==> src/hw/rtl/bfsp_pkg.sv <==
// Shared constants and types for the shortest path core.
package bfsp_pkg;

  localparam int MAX_NODES_DEF   = 16;
  localparam int WEIGHT_BITS_DEF = 16;
  localparam logic [4:0] NODE_COUNT_RST = 5'd16;

  typedef enum logic {
    CFG_NODE_COUNT = 1'b0,
    CFG_SOURCE     = 1'b1
  } cfg_index_t;

  typedef enum logic [5:0] {
    ST_CLEAR  = 6'b000001,
    ST_IDLE   = 6'b000010,
    ST_INIT   = 6'b000100,
    ST_RUN    = 6'b001000,
    ST_DRAIN  = 6'b010000,
    ST_RESULT = 6'b100000
  } state_t;

  typedef struct packed {
    logic init;
    logic check;
  } cell_ctrl_t;

endpackage

==> src/hw/rtl/bfsp_ram.sv <==
// Generic simple dual-port RAM with registered read.
module bfsp_ram #(
  parameter int WIDTH = 17,
  parameter int DEPTH = 16,
  parameter int AW    = 4
) (
  input  logic             clk,
  input  logic             we,
  input  logic [AW-1:0]    waddr,
  input  logic [WIDTH-1:0] wdata,
  input  logic [AW-1:0]    raddr,
  output logic [WIDTH-1:0] rdata
);

  logic [WIDTH-1:0] mem [DEPTH];
  logic [WIDTH-1:0] rdata_r;

  always_ff @(posedge clk) begin
    if (we) begin
      mem[waddr] <= wdata;
    end
    rdata_r <= mem[raddr];
  end

  assign rdata = rdata_r;

endmodule

==> src/hw/rtl/bfsp_cell.sv <==
// One vertex cell: holds its distance and its weight column, relaxes passing tokens.
module bfsp_cell #(
  parameter int K           = 0,
  parameter int MAX_NODES   = bfsp_pkg::MAX_NODES_DEF,
  parameter int WEIGHT_BITS = bfsp_pkg::WEIGHT_BITS_DEF,
  parameter int AW          = 4,
  parameter int NW          = 5,
  parameter int DW          = 30
) (
  input  logic                   clk,
  input  logic                   rst_n,
  input  bfsp_pkg::cell_ctrl_t   ctrl,
  input  logic [NW-1:0]          node_cnt,
  input  logic [3:0]             src_vertex,
  input  logic                   wr_en,
  input  logic [AW-1:0]          wr_addr,
  input  logic [WEIGHT_BITS:0]   wr_data,
  input  logic                   tok_vld_i,
  input  logic [AW-1:0]          tok_u_i,
  input  logic signed [DW-1:0]   tok_du_i,
  output logic                   tok_vld_o,
  output logic [AW-1:0]          tok_u_o,
  output logic signed [DW-1:0]   tok_du_o,
  output logic                   dist_vld_o,
  output logic signed [DW-1:0]   dist_o,
  output logic                   hit_o
);

  logic                          tok_vld_r;
  logic [AW-1:0]                 tok_u_r;
  logic signed [DW-1:0]          tok_du_r;
  logic                          dist_vld_r;
  logic signed [DW-1:0]          dist_r;
  logic [WEIGHT_BITS:0]          w_rd;
  logic signed [WEIGHT_BITS-1:0] w_val;
  logic signed [DW-1:0]          cand;
  logic                          active;
  logic                          relax;

  bfsp_ram #(
    .WIDTH (WEIGHT_BITS + 1),
    .DEPTH (MAX_NODES),
    .AW    (AW)
  ) u_col (
    .clk   (clk),
    .we    (wr_en),
    .waddr (wr_addr),
    .wdata (wr_data),
    .raddr (tok_u_i),
    .rdata (w_rd)
  );

  assign w_val  = w_rd[WEIGHT_BITS-1:0];
  assign cand   = tok_du_r + DW'(w_val);
  assign active = 32'(node_cnt) > K;
  assign relax  = tok_vld_r && w_rd[WEIGHT_BITS] && active && (!dist_vld_r || cand < dist_r);

  always_ff @(posedge clk) begin
    if (!rst_n) begin
      tok_vld_r  <= 1'b0;
      dist_vld_r <= 1'b0;
    end else begin
      tok_vld_r <= tok_vld_i;
      if (ctrl.init) begin
        dist_vld_r <= (32'(src_vertex) == K) && (32'(src_vertex) < 32'(node_cnt));
      end else if (relax && !ctrl.check) begin
        dist_vld_r <= 1'b1;
      end
    end
  end

  always_ff @(posedge clk) begin
    tok_u_r  <= tok_u_i;
    tok_du_r <= tok_du_i;
    if (ctrl.init) begin
      dist_r <= '0;
    end else if (relax && !ctrl.check) begin
      dist_r <= cand;
    end
  end

  assign tok_vld_o  = tok_vld_r;
  assign tok_u_o    = tok_u_r;
  assign tok_du_o   = tok_du_r;
  assign dist_vld_o = dist_vld_r;
  assign dist_o     = dist_r;
  assign hit_o      = relax && ctrl.check;

endmodule

==> config.mk <==
export PLATFORM = sky130hd
export DESIGN_NAME = bfsp_cell
export DESIGN_NICKNAME = d
export VERILOG_FILES = /design/src/hw/rtl/bfsp_pkg.sv /design/src/hw/rtl/bfsp_ram.sv /design/src/hw/rtl/bfsp_cell.sv
export SDC_FILE = /design/constraint.sdc
export NUM_CORES = 1
export LEC_CHECK = 0
export BUFFER_PORTS_ARGS = -buffer_cell sky130_fd_sc_hd__buf_4
export CAP_MARGIN = 20
export CORE_ASPECT_RATIO = 0.75
export CORE_UTILIZATION = 35
export CTS_CLUSTER_DIAMETER = 150
export CTS_CLUSTER_SIZE = 12
export DETAILED_ROUTE_END_ITERATION = 12
export PLACE_DENSITY = 0.61
export SLEW_MARGIN = 15
export SYNTH_ARGS = -nofsm -noshare
export SYNTH_HDL_FRONTEND = slang
export SYNTH_SLANG_ARGS = --single-unit
==> constraint.sdc <==
create_clock -name clk -period 13.7 [get_ports clk]
set_input_delay 2.74 -clock clk [delete_from_list [all_inputs] [get_ports clk]]
set_output_delay 2.74 -clock clk [all_outputs]
set_load 0.05 [all_outputs]
Word-level counts from Yosys, hierarchy flattened
Memories as Yosys holds them, arrays and structs flattened. A register that Yosys moved wholly into a read port is not among the register bits.
Cells that the tools add are included.

word-level totals
  bits of input ports = 70
  ROM bits = 0
  register bits = 66
  logic and storage cells = 25
  memories kept = 1
  output and inout port bits = 67
  bits in latches = 0
  RAM bits = 272

cells by class
  bitwise gates (word level) = 0
  eq/ne operators = 0
  multiply operators = 0
  reduce and logical (&&, ||, !) cells = 11
  order comparisons = 3
  divide/modulo/power cells = 0
  multiplexer cells = 4
  shift operators = 0
  add/subtract/negate cells = 1

memories
  memory     depth  bits a word  read ports  clocked after Yosys merged registers in  write ports  line            RTL
  u_col.mem  16     17           1           1                                        1            bfsp_ram.sv:15  logic [WIDTH-1:0] mem [DEPTH];

operators by type and width
  cell                                                                             number
  30-bit by 16-bit adder with 30-bit output                                        1
  30-bit < comparator                                                              1
  1-bit logical AND                                                                6
  5-bit by 1-bit greater-than comparator with 1-bit output, second input constant  1
  4-bit by 5-bit < comparator with 1-bit output                                    1
  4-bit zero test                                                                  1
  1-bit 2-to-1 mux                                                                 4
  1-bit zero test                                                                  2
  2-bit nonzero test                                                               1
  1-bit logical OR                                                                 1

Longest topological paths before layout
Gate-level depths: netlist (run 1).

  depth in word-level cells = 7
  mapped depth = 23
  mapped depth without buffers = 21

Hierarchy
A second synthesis (run 1) with hierarchy kept.

second synthesis, totals
  cells, all modules = 944
  area total of the unflattened synthesis = 14903.0 sq um

modules (own cells, without submodules)
  module     cells each  area an instance (sq um)  instances
  bfsp_ram   458         10637.7                   1
  bfsp_cell  486         4265.3                    1

Worst setup path before layout (run 1)
OpenSTA, ideal clock, no wires.

  path type = register to output
  start point = reg tok_du_r[0] (netlist: tok_du_o[0])
  end point = out hit_o
  stages on the path, launching flop included = 20
  data arrival time = 4224 ps
  path slack = 6736 ps
  cell sequence = dfxtp_1 ha_1 inv_1 fa_1 nor2b_1 o2111ai_2 a31oi_2 o31ai_4 a21boi_1 o221ai_2 o21ai_1 and2_1 nor2_1 ha_1 nand4_1 nor3_1 a221o_1 nor3_1 mux2_2 and4bb_2

between the ends
  longest elaborated chain between the ends = 5

ends and longest elaborated chain
  element                                    line             RTL
  start, declared                            bfsp_cell.sv:31  logic signed [DW-1:0] tok_du_r;
  start signal, assigned                     bfsp_cell.sv:74  tok_du_r <= tok_du_i;
  30-bit by 16-bit adder with 30-bit output  bfsp_cell.sv:54  assign cand = tok_du_r + DW'(w_val);
  named net cand[26]                         bfsp_cell.sv:36  logic signed [DW-1:0] cand;
  30-bit < comparator                        bfsp_cell.sv:56  assign relax = tok_vld_r && w_rd[WEIGHT_BITS] && active && (!dist_vld_r || cand < dist_r);
  1-bit logical OR                           bfsp_cell.sv:56
  1-bit logical AND                          bfsp_cell.sv:56
  1-bit logical AND                          bfsp_cell.sv:87  assign hit_o = relax && ctrl.check;
  end, declared                              bfsp_cell.sv:26  output logic hit_o

The timed path passes the listed nets, and every way through them passes these cells.

Final worst setup path (run 1)
Same ends and word-level chain as after synthesis.

==> key figures, run 1 <==
Route
  • Length of routed met3 wiring: 1.897 mm
  • DR iter-0 viols: 669
  • Residual DRC count: 0
  • Length of the first detailed-routing pass in iterations: 5
  • Aggregate routed wire length: 34.12 mm
  • Routed wire length per instance: approximately 21 microns
  • Met2 WL: 15.27 mm
  • Number of routed nets with antenna violations: 0
  • Avg Vias per Cell: 5.010
  • Top Layer Used: met5
  • Vias post-DR: 8277
  • Metal1 wirelength: around 17 mm

Synthesis
  • Post-Synthesis Cells: about 910
  • Synthesized flop and latch total: between 300 and 400
  • Top_reg_cell synth: sky130_fd_sc_hd__edfxtp_1
  • Synthesized area per cell: 16.52 sq um
  • Synth unique cells: 66
  • Synth Cell Area: 14990 sq um
  • Synthesized netlist net count: just over 1000
  • Async set-or-reset flop fraction in the synthesized netlist: 0
  • Post-synth EDFFs: ~270
  • Portion of the post-synthesis area used by sequential elements: 0.6559
  • Yosys warnings: 0

Floorplanning
  • Die Span Y: 181.2 microns
  • DIE AREA: around 44000 sq um
  • Row count: 65
  • Core area: 42130 sq um
  • Number of ports placed on the die boundary: 137
  • Starting Density: 0.3557
  • Overall die width: 240.9 microns

GRT
  • Overall fraction of global-route tracks in use: 0.1568
  • Wire length of the first global-routing pass: between 50 and 60 mm
  • Pin count of the biggest net entering global routing: 70
  • Total gr overflow: 0
  • Initial antenna violation count: 1
  • Number of global-route vias before repair: a little over 8000

Place
  • Final weighted congestion of routability-driven global placement: 0.7742
  • Post-placement cell count: 1593
  • Post-Place Worst Slack: 6.632 ns
  • HPWL Detailed: 21.30 mm
  • I/O Buffers: 136

Finish
  • Final antenna diode count: 0
  • Net count of the finished layout: ~1200
  • Final core occ: 0.4208
  • Layout-stage area growth over the synthesis result: 18.30%
  • Number of standard cells in the layout, taps in and fillers out: between 1500 and 2000
  • Fraction of final layout cells with drive strength greater than 1: 0.2881
  • Top library cells by usage in the layout, fill and taps aside: sky130_fd_sc_hd__edfxtp_1 (272), sky130_fd_sc_hd__buf_4 (154), sky130_fd_sc_hd__mux4_2 (85), sky130_fd_sc_hd__dfxtp_1 (83), sky130_fd_sc_hd__ha_1 (61)
  • Commonest non-fill, non-tap cell in the layout: sky130_fd_sc_hd__edfxtp_1

Timing
  • Maximum clock rate: ~130 MHz
  • Final worst-path cycle share: 0.5617
  • Setup TNS: 0 ns
  • Worst Slack Setup Final: 6.005 ns
  • Slew @ Worst Pin: 1.025 ns
  • Hold Violations, Final: 0
  • Final setup violation count: 0
  • Clock skew after layout: 0.02231 ns
  • Number of pins exceeding their max-slew limit in the final report: 0
  • Min Hold Slack: slightly above 0.5 ns
  • Minimum clock period: ~7.7 ns
  • Unrepaired setup endpoints after global routing: false
  • Remaining max-slew budget at the tightest pin: 0.3169

Pwr
  • VDD IR max: approximately 0.086 mV
  • Areal power density over the cells: 140.4 nW/um^2
  • Leakage Power: 6.119 nW

Setup path
  • Type of the worst setup path: reg2out
  • Data required time at the worst endpoint: 10.96 ns
  • Data arrival at the endpoint of the critical path: 4.96 ns
  • Critical Path Fanout Max: 3
  • Type of origin of the critical path: register
  • Critical Path End Type: output port
  • Worst reg-to-reg setup slack: 8.72 ns

Flow run
  • Count of maximum capacitance violations: 0

Clock network
  • Clock tree buffer depth: 3
  • Number of buffers added by the clock tree synthesis step: 35
  • Clock slew seen by the registers of the worst setup and hold paths: approximately 0.06 ns
  • Post-cts hold buffer count: 0
  • Post-CTS setup-driven buffer insertion count: 0
  • Cell at the root of the clock tree: sky130_fd_sc_hd__clkbuf_16
  • # H-tree levels: 2
  • TritonCTS clock tree: yes
  • Clock insertion delay at the later pin of the skew report: roughly 0.54 ns
  • Number of gates given a new drive strength after cts: 0
  • Number of clock sinks: 355

Hold path
  • Hold crit path type: reg2reg

Run status
  • Outcome: completed
-- per-layer routing --
layer / vias to the layer above / global-route usage
met1: 4169 / 0.2329
met5: - / 0
li1: 3860 / -
met4: 2 / 0.03063
met3: 38 / 0.03147
met2: 208 / 0.2378
-- path summary, 6_finish.rpt --
kind | end | depth (start not counted) | from
max reg2reg | dist_o[29] | 22 | tok_du_o[0]
min | dist_o[24] | 2 | dist_o[24]
max | hit_o | 18 | tok_du_o[0]
min reg2reg | dist_o[24] | 2 | dist_o[24]
-- report_power, final --
group / internal, W / switching, W / total, W / leakage (nW)
registers: 0.00119 / 0.0000165 / 0.00121 / 3.15
logic: 0.000166 / 0.000233 / 0.000400 / 2.49
clock network: 0.000481 / 0.000401 / 0.000882 / 0.478
-- final cells by class --
class / count / area, sq um
Clock buffer: 55 / 950.9
Clock inverter: 4 / 62.56
Fill cell: 3789 / 24400
Inverter: 39 / 146.4
Multi-Input combinational cell: 476 / 4872
Sequential cell: 355 / 9829
Tap cell: 569 / 711.9
Timing Repair Buffer: 154 / 1156
-- synthesized netlist by cell type (all sizes together), types with 8 or more instances --
| library cell | instances | share of area |
|---|---|---|
| nor2 | 62 | 0.016 |
| xor2 | 8 | 0.0047 |
| ha | 61 | 0.051 |
| xnor2 | 17 | 0.0099 |
| nand3 | 10 | 0.0033 |
| a21o | 12 | 0.0060 |
| nand4 | 13 | 0.0054 |
| mux2i | 28 | 0.019 |
| nor3 | 14 | 0.0047 |
| a21oi | 40 | 0.014 |
| edfxtp | 272 | 0.54 |
| nand2b | 9 | 0.0043 |
| nand2 | 24 | 0.0060 |
| clkbuf | 27 | 0.0068 |
| buf | 10 | 0.0063 |
| o21ai | 19 | 0.0063 |
| inv | 39 | 0.0098 |
| dfxtp | 83 | 0.11 |
| mux4 | 85 | 0.13 |
-- logic make-up (layout without fill, tap and decap cells) --
logic type,count (synthesis),after routing,share of synthesized area
buffers and inverters,76,252,0.02279
AOI/OAI and AO/OA,109,109,0.05109
DFF,355,355,0.6559
muxes,114,114,0.1472
xor gates and xnor gates,25,25,0.01461
adders and majority gates,62,62,0.05226
and+or+nand+nor,166,166,0.05619
-- stage by stage --
stage	power, W	instance area [sq um]
2_1_floorplan	0.001510	14990
3_3_place_gp	0.001627	16720
3_5_place_dp	0.001631	16720
4_1_cts	0.002519	17730
5_1_grt	0.002599	17730
6_report	0.002489	17730
-- registers in the layout, summed over array words and instances (netlist names) --
signal / flops
tok_du_o: 30
dist_o: 30
dist_vld_o: 1
tok_vld_o: 1
u_col.mem: 272
u_col.rdata: 17
tok_u_o: 4
-- critical path, cell delays in order (launching register included) --
cell	delay, ns
sky130_fd_sc_hd__dfxtp_1	0.35
sky130_fd_sc_hd__ha_1	0.19
sky130_fd_sc_hd__inv_1	0.06
sky130_fd_sc_hd__fa_1	0.39
sky130_fd_sc_hd__nor2b_1	0.21
sky130_fd_sc_hd__o2111ai_2	0.16
sky130_fd_sc_hd__a31oi_2	0.28
sky130_fd_sc_hd__o31ai_4	0.12
sky130_fd_sc_hd__a21boi_1	0.26
sky130_fd_sc_hd__o221ai_2	0.17
sky130_fd_sc_hd__o21ai_1	0.20
sky130_fd_sc_hd__and2_1	0.17
sky130_fd_sc_hd__nor2_1	0.06
sky130_fd_sc_hd__ha_1	0.27
sky130_fd_sc_hd__nand4_1	0.15
sky130_fd_sc_hd__nor3_1	0.31
sky130_fd_sc_hd__nor4b_1	0.57
sky130_fd_sc_hd__and4bb_2	0.32
sky130_fd_sc_hd__buf_4	0.19
No activity file was read; power rests on OpenSTA's default activity.
==> run 2: changes to the inputs <==
- PLACE_DENSITY: 0.61 -> 0.63
- clock period: 13.7 -> 6.5 ns (I/O delays scaled with it)
==> run 2 against run 1 <==
Die area unchanged. Worst setup slack got worse by 5.6 ns. Sequential cell count unchanged. Sequential share of layout area decreased by 0.067 points. Largest cell class unchanged.
==> key figures, run 2 (synthesis gave the netlist of run 1 again) <==
Run status
  • Outcome: completed

GRT
  • Overall fraction of global-route tracks in use: 0.1596 (+0.002822)
  • Pin count of the biggest net entering global routing: 70 (unchanged)
  • Number of global-route vias before repair: 8363 (+1.3%)
  • Total gr overflow: 0 (unchanged)
  • Initial antenna violation count: 1 (unchanged)
  • Wire length of the first global-routing pass: 51.83 mm (+1.8%)

Clock network
  • Number of buffers added by the clock tree synthesis step: 35 (unchanged)
  • Post-cts hold buffer count: 0 (unchanged)
  • Post-CTS setup-driven buffer insertion count: 0 (unchanged)
  • Number of clock sinks: 355 (unchanged)
  • Clock slew seen by the registers of the worst setup and hold paths: 0.07 ns (about the same)
  • # H-tree levels: 2 (unchanged)
  • Clock insertion delay at the later pin of the skew report: 0.54 ns (about the same)
  • Clock tree buffer depth: 3 (unchanged)
  • Cell at the root of the clock tree: sky130_fd_sc_hd__clkbuf_16
  • TritonCTS clock tree: yes

Timing
  • Final worst-path cycle share: 0.9408
  • Setup TNS: 0 ns (unchanged)
  • Slew @ Worst Pin: 1.046 ns (+0.02148 ns)
  • Clock skew after layout: 0.01788 ns (-0.004427 ns)
  • Hold Violations, Final: 0 (unchanged)
  • Maximum clock rate: between 150 and 200 MHz
  • Minimum clock period: 6.115 ns
  • Worst Slack Setup Final: 0.3848 ns (-5.620 ns)
  • Final setup violation count: 0 (unchanged)
  • Number of pins exceeding their max-slew limit in the final report: 0 (unchanged)
  • Unrepaired setup endpoints after global routing: false
  • Min Hold Slack: 0.5006 ns (-0.008859 ns)
  • Remaining max-slew budget at the tightest pin: 0.3025 (-0.01432)

Floorplanning
  • Row count: 65 (unchanged)
  • Overall die width: 240.9 microns (unchanged)
  • DIE AREA: 43660 sq um (unchanged)
  • Core area: 42130 sq um (unchanged)
  • Starting Density: 0.3557 (unchanged)
  • Die Span Y: 181.2 microns (unchanged)
  • Number of ports placed on the die boundary: 137 (unchanged)

Place
  • Post-Place Worst Slack: 0.9133 ns (-5.719 ns)
  • I/O Buffers: 136 (unchanged)
  • Post-place instance area: 16700 sq um (-0.12%)
  • HPWL Detailed: 21.47 mm (+0.77%)
  • Final weighted congestion of routability-driven global placement: 0.8227 (+6.3%)

Setup path
  • Critical Path Fanout Max: 3 (unchanged)
  • Data required time at the worst endpoint: 5.20 ns (-5.76 ns)
  • Type of origin of the critical path: register
  • Critical Path End Type: output port
  • Type of the worst setup path: reg2out
  • Launching point of the worst reg2reg path: tok_du_o[0]
  • Data arrival at the endpoint of the critical path: 4.82 ns (-0.14 ns)
  • Worst setup path startpoint: tok_du_o[0]

Route
  • Routed wire length per instance: 20.93 microns (+1.3%)
  • Number of routed nets with antenna violations: 0 (unchanged)
  • Vias post-DR: 8334 (+0.69%)
  • Avg Vias per Cell: 5.039 (+0.57%)
  • Residual DRC count: 0 (unchanged)
  • Aggregate routed wire length: 34.61 mm (+1.4%)
  • Length of the first detailed-routing pass in iterations: 5 (unchanged)
  • DR iter-0 viols: 626 (-6.4%)

Finish
  • Max reg flops: 272 (unchanged)
  • Fraction of final layout cells with drive strength greater than 1: 0.2811 (-0.006983)
  • Layout-stage area growth over the synthesis result: 18.46%
  • Register name with the most flops: u_col.mem
  • Net count of the finished layout: 1195 (+0.17%)
  • Post-route design area: 17750 sq um (+0.13%)
  • Final antenna diode count: 0 (unchanged)
  • Commonest non-fill, non-tap cell in the layout: sky130_fd_sc_hd__edfxtp_1
  • Top library cells by usage in the layout, fill and taps aside: sky130_fd_sc_hd__edfxtp_1 (272), sky130_fd_sc_hd__buf_4 (155), sky130_fd_sc_hd__mux4_2 (85), sky130_fd_sc_hd__dfxtp_1 (82), sky130_fd_sc_hd__ha_1 (61)

Pwr
  • Leakage Power: 6.139 nW (+0.33%)
  • VDD IR max: 0.2635 mV (+210%)
  • Areal power density over the cells: 295.6 nW/um^2 (+110%)

Hold path
  • HP Start: dist_o[24]
  • Hold crit path type: reg2reg

Flow run
  • Count of maximum capacitance violations: 0 (unchanged)
==> run 2: cell types whose count changed in the layout (fill, tap and decap cells not counted), sizes merged <==
| cell | before | now |
|---|---|---|
| buf | 154 | 156 |
==> run 2: through the flow <==
step | total power, W | instances | utilization
2_1_floorplan | 0.003183 | 907 | -
3_3_place_gp | 0.003427 | 1594 | 0.3963
3_5_place_dp | 0.003439 | 1594 | 0.3963
4_1_cts | 0.005309 | 1653 | 0.4204
5_1_grt | 0.005494 | 1654 | 0.4214
6_report | 0.005249 | 1654 | 0.4214
==> run 2: worst paths after layout <==
check,endpoint,cells past startpoint,slack [ns]
worst max-delay path,hit_o,20,0.38
worst min-delay path,dist_o[24],2,0.50
worst max register to register,dist_o[12],22,1.76
worst min register to register,dist_o[24],2,0.50
==> run 2: critical path: stages (launching register included) <==
cell	delay, ns
sky130_fd_sc_hd__dfxtp_1	0.34
sky130_fd_sc_hd__ha_1	0.17
sky130_fd_sc_hd__inv_1	0.05
sky130_fd_sc_hd__fa_1	0.39
sky130_fd_sc_hd__nor2b_1	0.21
sky130_fd_sc_hd__o2111ai_2	0.18
sky130_fd_sc_hd__a31oi_4	0.25
sky130_fd_sc_hd__o31ai_4	0.11
sky130_fd_sc_hd__a21boi_1	0.23
sky130_fd_sc_hd__o221ai_2	0.16
sky130_fd_sc_hd__o21ai_1	0.19
sky130_fd_sc_hd__and2_1	0.17
sky130_fd_sc_hd__nor2_1	0.06
sky130_fd_sc_hd__ha_1	0.27
sky130_fd_sc_hd__nand4_1	0.13
sky130_fd_sc_hd__nor3_1	0.09
sky130_fd_sc_hd__a221o_1	0.31
sky130_fd_sc_hd__nor3_1	0.17
sky130_fd_sc_hd__mux2_2	0.37
sky130_fd_sc_hd__and4bb_2	0.22
sky130_fd_sc_hd__buf_4	0.18
==> run 2: what timing repair did <==
action,CTS,global route
resized for setup,0,3
setup endpoints to repair,0,1
endpoints found under the hold margin,0,0
==> run 2: power by group <==
part | internal (W) | switching (W)
clock | 0.00101 | 0.000843
combinational | 0.000353 | 0.000494
sequential | 0.00251 | 0.0000352
==> run 2: final cells by class <==
cell class | count | area [sq um]
clock buffers | 55 | 950.9
clock inverters | 4 | 62.56
fillers | 3801 | 24370
inverters | 39 | 146.4
multi-input cells | 476 | 4860
flip-flops and latches | 355 | 9831
well taps | 569 | 711.9
repair buffers | 156 | 1191
==> run 2: per-layer routing <==
layer,share of wire,global-route usage,vias up
li1,-,-,3869
met5,0.00020,0,-
met2,0.46,0.2479,231
met4,0.014,0.03139,2
met1,0.47,0.2309,4192
met3,0.063,0.03331,40
==> run 3: changes to the inputs <==
- CELL_PAD_IN_SITES_DETAIL_PLACEMENT: not set -> 2
- CELL_PAD_IN_SITES_GLOBAL_PLACEMENT: not set -> 2
- PLACE_DENSITY: 0.63 -> 0.77
==> run 3 against run 2 <==
Global-route usage rose by 3.0 points. Sequential share of layout area barely moved. Count of clock-buffer cells in the layout rose by 2. Hold slack improved by 0.026 ns. Utilization barely moved. Clock power barely moved. Total power rose by 0.97%. Via count rose by 2.2%. Design area barely moved. Sequential power barely moved. Critical endpoint unchanged. Final cell count rose by 0.18%.
==> key figures, run 3 (synthesis gave the netlist of run 1 again) <==
Finish
  • Layout-stage area growth over the synthesis result: 18.42% (about the same)
  • Final antenna diode count: 0 (unchanged)
  • Commonest non-fill, non-tap cell in the layout: sky130_fd_sc_hd__edfxtp_1
  • Fraction of final layout cells with drive strength greater than 1: 0.2840 (+0.002901)
  • Register name with the most flops: u_col.mem
  • Max reg flops: 272 (unchanged)
  • Net count of the finished layout: 1197 (+0.17%)
  • Top library cells by usage in the layout, fill and taps aside: sky130_fd_sc_hd__edfxtp_1 (272), sky130_fd_sc_hd__buf_4 (158), sky130_fd_sc_hd__mux4_2 (85), sky130_fd_sc_hd__dfxtp_1 (82), sky130_fd_sc_hd__ha_1 (61)

Place
  • Post-Place Worst Slack: 0.5993 ns (-0.3140 ns)
  • Final weighted congestion of routability-driven global placement: 0.7900 (-4.0%)
  • I/O Buffers: 136 (unchanged)
  • HPWL Detailed: 27.27 mm (+27%)

Floorplanning
  • Starting Density: 0.3557 (unchanged)
  • Core area: 42130 sq um (unchanged)
  • Row count: 65 (unchanged)
  • Number of ports placed on the die boundary: 137 (unchanged)
  • DIE AREA: 43660 sq um (unchanged)
  • Overall die width: 240.9 microns (unchanged)
  • Die Span Y: 181.2 microns (unchanged)

Hold path
  • Min-Delay Path Depth: 2 (unchanged)
  • Hold crit path type: reg2reg

Timing
  • Min Hold Slack: 0.5261 ns (+0.02552 ns)
  • Remaining max-slew budget at the tightest pin: 0.2933 (-0.009232)
  • Number of pins exceeding their max-slew limit in the final report: 0 (unchanged)
  • Worst Slack Setup Final: 0.2470 ns (-0.1378 ns)
  • Final worst-path cycle share: 0.9620 (+0.02120)
  • Maximum clock rate: 159.9 MHz (-2.2%)
  • Slew @ Worst Pin: 1.060 ns (+0.01385 ns)
  • Clock skew after layout: 0.01149 ns (-0.006396 ns)
  • Setup TNS: 0 ns (unchanged)
  • Minimum clock period: 6.253 ns (+0.1378 ns)
  • Hold Violations, Final: 0 (unchanged)
  • Final setup violation count: 0 (unchanged)

Route
  • Routed wire length per instance: 24.66 microns (+18%)
  • Length of the first detailed-routing pass in iterations: 4 (-1)
  • Residual DRC count: 0 (unchanged)
  • Vias post-DR: 8519 (+2.2%)
  • Aggregate routed wire length: 40.87 mm (+18%)
  • Number of routed nets with antenna violations: 0 (unchanged)
  • DR iter-0 viols: 468 (-25%)
  • Avg Vias per Cell: 5.141 (+2.0%)

GRT
  • Overall fraction of global-route tracks in use: 0.1898 (+0.03021)
  • Pin count of the biggest net entering global routing: 70 (unchanged)
  • Total gr overflow: 0 (unchanged)
  • Initial antenna violation count: 2 (+1)
  • Wire length of the first global-routing pass: 60.47 mm (+17%)
  • Number of global-route vias before repair: 9369 (+12%)

Setup path
  • Critical Path End Type: output port
  • Worst R2R Path Depth: 21 (-4.5%)
  • Worst reg-to-reg setup slack: 1.60 ns (-0.16 ns)
  • Data required time at the worst endpoint: 5.20 ns (about the same)
  • Critical Path Fanout Max: 5 (+2)
  • Type of origin of the critical path: register
  • Data arrival at the endpoint of the critical path: 4.95 ns (+0.13 ns)
  • Type of the worst setup path: reg2out

Clock network
  • Clock slew seen by the registers of the worst setup and hold paths: 0.07 ns (about the same)
  • Post-cts hold buffer count: 0 (unchanged)
  • TritonCTS clock tree: yes
  • Number of buffers added by the clock tree synthesis step: 35 (unchanged)
  • # H-tree levels: 2 (unchanged)
  • Clock insertion delay at the later pin of the skew report: 0.53 ns (about the same)
  • Number of clock sinks: 355 (unchanged)
  • Cell at the root of the clock tree: sky130_fd_sc_hd__clkbuf_16
  • Clock tree buffer depth: 3 (unchanged)

Pwr
  • Areal power density over the cells: 298.6 nW/um^2 (+1.0%)
  • Leakage Power: 6.137 nW (about the same)
  • VDD IR max: 0.2043 mV (-22%)

Run status
  • Outcome: completed

Flow run
  • Count of maximum capacitance violations: 0 (unchanged)
[run 3: area by class of cell]
class	count	area [sq um]
clock inverter	3	36.28
fill	4115	24380
sequential	355	9831
tap	569	711.9
timing repair buffer	158	1186
inverter	39	146.4
multi-input combinational	476	4877
clock buffer	57	958.4
[run 3: repair_timing]
action                     4_1_cts  5_1_grt
gates resized for setup          0        7
setup buffers                    0        3
setup endpoints to repair        0        1
[run 3: final timing paths]
check                   end         from
hold reg to reg   dist_o[8]    dist_o[8]
hold / removal    dist_o[8]    dist_o[8]
setup / recovery      hit_o  tok_du_o[0]
setup reg to reg  dist_o[0]  tok_du_o[0]
[run 3: power breakdown]
part	total [W]	internal [W]	switching, W
logic	0.000894	0.000360	0.000533
clock network	0.00186	0.00101	0.000846
registers	0.00255	0.00251	0.0000368
[run 3: worst max-delay path, cell delays in order, from the launching register on]
cell and delay [ns]:
sky130_fd_sc_hd__dfxtp_1 0.34, sky130_fd_sc_hd__ha_1 0.18, sky130_fd_sc_hd__inv_1 0.06, sky130_fd_sc_hd__fa_1 0.41
sky130_fd_sc_hd__nor2b_2 0.18, sky130_fd_sc_hd__o2111ai_2 0.17, sky130_fd_sc_hd__a31oi_4 0.28, sky130_fd_sc_hd__o31ai_4 0.12
sky130_fd_sc_hd__o21a_4 0.26, sky130_fd_sc_hd__nor2_4 0.15, sky130_fd_sc_hd__a311oi_2 0.12, sky130_fd_sc_hd__xnor2_1 0.30
sky130_fd_sc_hd__ha_1 0.33, sky130_fd_sc_hd__a21oi_1 0.15, sky130_fd_sc_hd__nand2_1 0.08, sky130_fd_sc_hd__a221o_1 0.34
sky130_fd_sc_hd__nor3_1 0.17, sky130_fd_sc_hd__mux2_2 0.38, sky130_fd_sc_hd__and4bb_2 0.23, sky130_fd_sc_hd__buf_4 0.19
[run 3: stage by stage]
stage | area (sq um) | cells | power (W) | util
6_report | 17750 | 1657 | 0.005299 | 0.4213
5_1_grt | 17750 | 1657 | 0.005531 | 0.4213
4_1_cts | 17690 | 1654 | 0.005366 | 0.4199
3_5_place_dp | 16700 | 1594 | 0.003483 | 0.3963
3_3_place_gp | 16700 | 1594 | 0.003442 | 0.3963
2_1_floorplan | 14990 | 907 | 0.003183 | -
[run 3: routing by layer]
metal | share of wire | routed length, microns | up-vias | GRT usage
met1 | 0.44 | 18100 | 4393 | 0.2581
met2 | 0.49 | 19890 | 207 | 0.3179
met3 | 0.057 | 2342 | 45 | 0.03422
met4 | 0.013 | 536 | 2 | 0.03747
met5 | 0.00022 | 9 | - | 0
li1 | - | - | 3872 | -
